<file path="config.mk">
export PLATFORM = sky130hd
export DESIGN_NAME = smx_decode
export DESIGN_NICKNAME = d
export VERILOG_FILES = /design/src/rtl/smx_pkg.sv /design/src/rtl/smx_decode.sv
export SDC_FILE = /design/constraint.sdc
export NUM_CORES = 1
export LEC_CHECK = 0
export BUFFER_PORTS_ARGS = -buffer_cell sky130_fd_sc_hd__clkbuf_2
export CORE_UTILIZATION = 54
export DETAILED_ROUTE_END_ITERATION = 7
export PLACE_DENSITY = 0.85
export SYNTH_ARGS = -nofsm -noshare
export SYNTH_HDL_FRONTEND = slang
export SYNTH_SLANG_ARGS = --single-unit
</file>
<file path="constraint.sdc">
create_clock -name clk -period 5.2 [get_ports clk]
set_clock_uncertainty 0.1 [all_clocks]
set_input_delay 0.52 -clock clk [delete_from_list [all_inputs] [get_ports clk]]
set_output_delay 0.52 -clock clk [all_outputs]
set_load 0.05 [all_outputs]
</file>
<file path="src/rtl/smx_pkg.sv">
// Shared types and constants for the stack machine executor.
// No dependencies; imported by the top, decode, execute and checker modules.
package smx_pkg;

  // Width of the reported stack depth field
  localparam int DEPTH_W = 9;
  // Width of one stack value (signed Q16.16 by default)
  localparam int VALUE_W = 32;

  typedef enum logic [2:0] {
    CMD_PUSH  = 3'd0,
    CMD_ADD   = 3'd1,
    CMD_MUL   = 3'd2,
    CMD_DUP   = 3'd3,
    CMD_SWAP  = 3'd4,
    CMD_DROP  = 3'd5,
    CMD_PRINT = 3'd6,
    CMD_HALT  = 3'd7
  } cmd_t;

  typedef enum logic [1:0] {
    ST_OK    = 2'd0,
    ST_UNDER = 2'd1,
    ST_OVER  = 2'd2,
    ST_HALT  = 2'd3
  } status_t;

  // Input item: one instruction
  typedef struct packed {
    cmd_t                      command;
    logic signed [VALUE_W-1:0] push_value;
  } in_item_t;

  // Result item: one per instruction
  typedef struct packed {
    logic signed [VALUE_W-1:0] print_value;
    logic                      printed;
    status_t                   status;
    logic [DEPTH_W-1:0]        depth_now;
  } out_item_t;

  // Decoded instruction handed from the decode stage to the execute stage
  typedef struct packed {
    cmd_t                      command;
    logic signed [VALUE_W-1:0] push_value;
    status_t                   status;
    logic                      wr;      // spill top of stack to memory
  } ctl_t;

endpackage

</file>
<file path="src/rtl/smx_decode.sv">
// Decode stage: tracks stack depth, checks under/overflow, issues the
// next-on-stack read and holds the instruction for the execute stage.
// Depends on smx_pkg.
module smx_decode #(
  parameter int STACK_DEPTH = 256
) (
  input  logic                           clk,
  input  logic                           rst,
  input  logic                           accept,
  input  smx_pkg::in_item_t              item,
  input  logic                           done,
  output logic                           rd_en,
  output logic [$clog2(STACK_DEPTH)-1:0] rd_addr,
  output logic                           s1_valid,
  output smx_pkg::ctl_t                  s1,
  output logic [$clog2(STACK_DEPTH)-1:0] s1_waddr,
  output logic [$clog2(STACK_DEPTH+1)-1:0] s1_depth
);
  import smx_pkg::*;

  localparam int AW = $clog2(STACK_DEPTH);
  localparam int DW = $clog2(STACK_DEPTH + 1);
  localparam logic [DW-1:0] DMAX = DW'(STACK_DEPTH);

  logic [DW-1:0] depth;
  logic [DW-1:0] depth_next;
  logic [DW-1:0] dm1;
  logic [DW-1:0] dm2;
  ctl_t          ctl;
  logic [AW-1:0] waddr;

  assign dm1 = depth - DW'(1);
  assign dm2 = depth - DW'(2);

  // next-on-stack lives at depth-2; memory holds all entries below the top
  assign rd_en   = accept;
  assign rd_addr = dm2[AW-1:0];

  // checks and depth update, all from the depth before this item
  always_comb begin
    ctl.command    = item.command;
    ctl.push_value = item.push_value;
    ctl.status     = ST_OK;
    ctl.wr         = 1'b0;
    depth_next     = depth;
    waddr          = dm1[AW-1:0];
    case (item.command)
      CMD_PUSH: begin
        if (depth >= DMAX) begin
          ctl.status = ST_OVER;
        end else begin
          depth_next = depth + DW'(1);
          ctl.wr     = (depth != '0);
        end
      end
      CMD_ADD, CMD_MUL: begin
        if (depth < DW'(2)) begin
          ctl.status = ST_UNDER;
        end else begin
          depth_next = dm1;
        end
      end
      CMD_SWAP: begin
        if (depth < DW'(2)) begin
          ctl.status = ST_UNDER;
        end else begin
          ctl.wr = 1'b1;
          waddr  = dm2[AW-1:0];
        end
      end
      CMD_DUP: begin
        if (depth == '0) begin
          ctl.status = ST_UNDER;
        end else if (depth >= DMAX) begin
          ctl.status = ST_OVER;
        end else begin
          depth_next = depth + DW'(1);
          ctl.wr     = 1'b1;
        end
      end
      CMD_DROP, CMD_PRINT: begin
        if (depth == '0) begin
          ctl.status = ST_UNDER;
        end else begin
          depth_next = dm1;
        end
      end
      CMD_HALT: begin
        ctl.status = ST_HALT;
        depth_next = '0;
      end
      default: begin
        ctl.status = ST_HALT;
        depth_next = '0;
      end
    endcase
  end

  // depth and stage valid
  always_ff @(posedge clk) begin
    if (rst) begin
      depth    <= '0;
      s1_valid <= 1'b0;
    end else if (accept) begin
      depth    <= depth_next;
      s1_valid <= 1'b1;
    end else if (done) begin
      s1_valid <= 1'b0;
    end
  end

  // stage payload
  always_ff @(posedge clk) begin
    if (accept) begin
      s1       <= ctl;
      s1_waddr <= waddr;
      s1_depth <= depth_next;
    end
  end

endmodule

</file>
# == After elaboration in Yosys (flattened, before gate mapping) ==
# Index checks and enable logic that the tools add are counted.
# classes
n_addsub,3
magnitude_cmp,2
eq_ne,7
muxes,19
reduce_logical,7
# ops
operator,n
9-bit case mux with 5 select lines,1
9-bit 2-to-1 mux,4
8-bit 2-to-1 mux,2
"3-bit == test, second input constant",4
2-bit case mux with 5 select lines,1
"9-bit by 1-bit adder with 9-bit output, second input constant",1
"9-bit greater-or-equal comparator, second input constant",1
9-bit logical NOT,1
"9-bit by 2-bit less-than comparator with 1-bit output, second input constant",1
9-bit nonzero test,1
"9-bit by 1-bit subtractor with 9-bit output, second input constant",1
1-bit 2-to-1 mux,8
"8-bit by 2-bit subtractor with 8-bit output, second input constant",1
"3-bit by 2-bit == test with 1-bit output, second input constant",2
2-bit 2-to-1 mux,2
2-bit OR reduction,2
"3-bit by 1-bit == test with 1-bit output, second input constant",1
3-bit logical NOT,1
1-bit case mux with 3 select lines,1
3-bit OR reduction,1
2-bit nonzero test,1
# totals
regBits,65

# == Longest topological paths before layout ==
# logic_depth
depth_word,4
depth_mapped,9
mapped_depth_nobuf,7

# == Worst setup path before layout ==
# No wires, ideal clock.
# synth_path
kind,register to output
start,reg depth[1]
end,out rd_addr[7]
t_arrival_ns,2.501
required_time_ns,4.580
path_slack_ns,2.079
path_stages_with_launch,6
path_buffers,0
path_cell_list,dfxtp_1 > inv_1 > ha_1 > nand2b_1 > or4_1 > xnor2_1
# synth_between
elab_chain_cells,1
# synth_rtl
item,line_no,source
start: declaration,smx_decode.sv:25,logic [DW-1:0] depth;
start signal: assignment,smx_decode.sv:105,depth <= depth_next;
8-bit by 2-bit subtractor with 8-bit output,smx_decode.sv:33,assign dm2 = depth - DW'(2);
end: declaration,smx_decode.sv:13,"output logic [$clog2(STACK_DEPTH)-1:0] rd_addr,"
# Every way passes these cells.

# == Worst setup path after layout ==
# layout_path
start,reg depth[2]
end,out rd_addr[7]
# The elaborated chain is that of the path after synthesis.

==> flow_summary.toml <==
[pwr]
p_clk_share_pct = 22.3
p_per_area_nw_per_um2 = 544.4
ir_drop_v = 0.0003155
p_int_w = 0.001189
swShare_pct = 43.21
power.share.combinational_pct = 43.1
p_switching_w = 0.0009051
power_frac_seq_pct = 34.6
p_leak_nw = 1.571

[min_path]
hold_start = "item[2]"
holdPathStages = 1
whs_endpoint = "s1[5]$_DFFE_PP_"
hp-class = "primary input to register"

[worst_setup_path]
regToRegEndpoint = "s1_depth[2]$_DFFE_PP_"
worst_setup_path_end_kind = "output port"
worstReg2RegStart = "depth[2]$_SDFFE_PP0P_"
r2r_setup_slack_ps = 2420
crit_slowest_cell = "or4_1"
worst_ep_arrival_time_ps = 2350
crit_path_max_incr_delay_ps = 500
critical_path.cell_chain = "inv_1 -> ha_1 -> nand2b_1 -> or4_1 -> xnor2_1 -> clkbuf_2"
path_class = "register to output port"
reg2regPathDepth = 7
crit_path_max_fanout = 13
required_ps = 4580
startpoint_type = "register"

[synthesis]
synth_edf_count = 55
syn-num-nets = 294
ys_seq_area_share_pct = 59.27
ys_seq_elements = 65
yosysUniqueCellTypes = 69
netlist_area_sq_um = 3124
avgSynthCellArea_sq_um = 12.55
synth_area_leaders = "edfxtp_1, dfxtp_1, xnor2_1"
synth.yosys.warnings = 0
synth.top_cell.area_share_pct = 52.86
synth_ff_type = "edfxtp_1"
async_reset_ff_share_pct = 0
synth_top_area_cell = "edfxtp_1"
synthCells = 249

[sta]
tightest_slew_ps = 876.4
slew_headroom_pct = 41.58
fin_ws_ps = 2231
final_max_slew_viol_count = 0
hold_viol = 0
rsz0062_at_grt = "no"
hold-worst-slack_ps = 257.8
fin_crit_sh_pct = 57.10
min_period_ps = 2969
setup_tns_ps = 0
fmax_mhz = 336.8
setup_viol = 0

[clock_tree]
cts.sinks = 65
cts_resized = 0
cts_hold_buf = 0
cts_buffer_depth = 2
clockRootBuffer = "clkbuf_8"
clk_latency_ps = 340
cts_tree = "done"
cts_made_buffers = 9
postCtsSetupBuffers = 0
clk_pin_slew_ps = 70
htreeDepth = 3

[cells_and_area]
layout_common_cells = "clkbuf_2, edfxtp_1, nand2_1"
fin_cells = 424
layout-drive-gt1-share_pct = 39.77
layout_commonest_cell = "clkbuf_2"
n_antenna_cell = 0
fin_nets = 392
syn2layout_area_growth_pct = 23.15
fillers = 429

[run_status]
status = "finished, final reports clean"

[drt]
totalWireLength_um = 7320
drc_errors = 0
dr.first_iter.drc_count = 131
final_antenna_net_count = 0
num_vias = 2475
first_pass_iters = 4
wl_per_cell_um = 17.26
viasPerCell = 5.837

[global_route]
grt.overflow.total = 0
track_usage_pct = 24.84
grt_max_degree = 35
antenna_found_initial = 0
grt_pass1_wl_um = 11460
grt_pass1_vias = 2274

[floorplanning]
core_sq_um = 5540
io_pins = 104
die_x_um = 78.07
num_rows = 27
die-area_sq_um = 6094
fp.dieH_um = 78.07
start_util_pct = 56.39

[job]
max_cap_violations = 0

[placement]
io_buffers = 103
post-place-ws_ps = 2471
place_hpwl_um = 5370
dp.cells = 408
place_congestion = 0.9483
==> cell type report <==
type / count / area [sq um] / area share [%]
Inverter: 8 / 30.03 / 0.7805
Clock buffer: 9 / 123.9 / 3.220
Timing Repair Buffer: 104 / 523.0 / 13.59
Clock inverter: 7 / 93.84 / 2.439
Sequential cell: 65 / 1852 / 48.13
Tap cell: 72 / 90.09 / 2.341
Multi-Input combinational cell: 159 / 1135 / 29.50
==> routing by layer <==
metal	up-vias	global-route usage, %	wire length (um)
met3	4	6.744	612
met5	-	0	0
li1	1147	-	-
met2	138	42.63	3680
met4	0	5.556	44
met1	1186	31.35	2983
==> cells in the mapped netlist, drive strengths merged, types with 4 or more instances <==
cell type  instances
buf               10
edfxtp            55
nor2              15
inv                7
a21oi              6
nor3              10
clkbuf             7
a211oi             4
or3b               5
nand2b             4
nand2             21
xor2               4
nand3              4
ha                 6
o21ai              9
dfxtp             10
xnor2              9
==> metrics by stage <==
step	cell area, sq um	total power (W)	util [%]
global route	3847	0.002183	69.44
CTS	3847	0.002101	69.44
detailed placement	3630	0.001634	65.51
global placement	3630	0.001621	65.51
finish	3847	0.002095	69.44
floorplan	3124	0.001446	-
==> worst max path at each step <==
stage	from	to	slack, ps	cells after the start
floorplan	depth[1]$_SDFFE_PP0P_	rd_addr[7]	2080	5
global placement	depth[2]$_SDFFE_PP0P_	s1_depth[2]$_DFFE_PP_	2540	7
detailed placement	depth[2]$_SDFFE_PP0P_	s1_depth[2]$_DFFE_PP_	2470	7
CTS	depth[2]$_SDFFE_PP0P_	rd_addr[7]	2240	6
global route	depth[2]$_SDFFE_PP0P_	rd_addr[7]	2060	6
finish	depth[2]$_SDFFE_PP0P_	rd_addr[7]	2230	6
==> registers in the layout, summed over array words and instances (netlist names) <==
register	count
s1_valid	1
s1_waddr	8
depth	9
s1	38
s1_depth	9
==> worst max-delay path, delay by kind of cell, from the launching register on <==
family	cells	cell delay (ps)
AND/OR/NAND/NOR	2	660
flip-flops	1	450
buffers and inverters	2	450
adder cells (fa/ha/maj)	1	280
XOR/XNOR	1	160
==> kinds of logic after synthesis <==
family,Yosys count,synth area share (%)
AO/OA/AOI/OAI,56,14.22
XOR/XNOR,13,3.644
adder cells (fa/ha/maj),7,2.723
buffers and inverters,25,4.406
flip-flops,65,59.27
multiplexers,4,1.322
AND/OR/NAND/NOR,79,14.42
==> power groups by stage <==
stage / sequential (W) / clock, W / combinational [W]
after floorplan: 0.000953 / 0 / 0.000493
after global placement: 0.000732 / 0 / 0.000889
after detailed placement: 0.000736 / 0 / 0.000898
after CTS: 0.000724 / 0.000474 / 0.000902
after global routing: 0.000732 / 0.000495 / 0.000956
final: 0.000724 / 0.000467 / 0.000903
No activity file was read; power rests on OpenSTA's default activity.
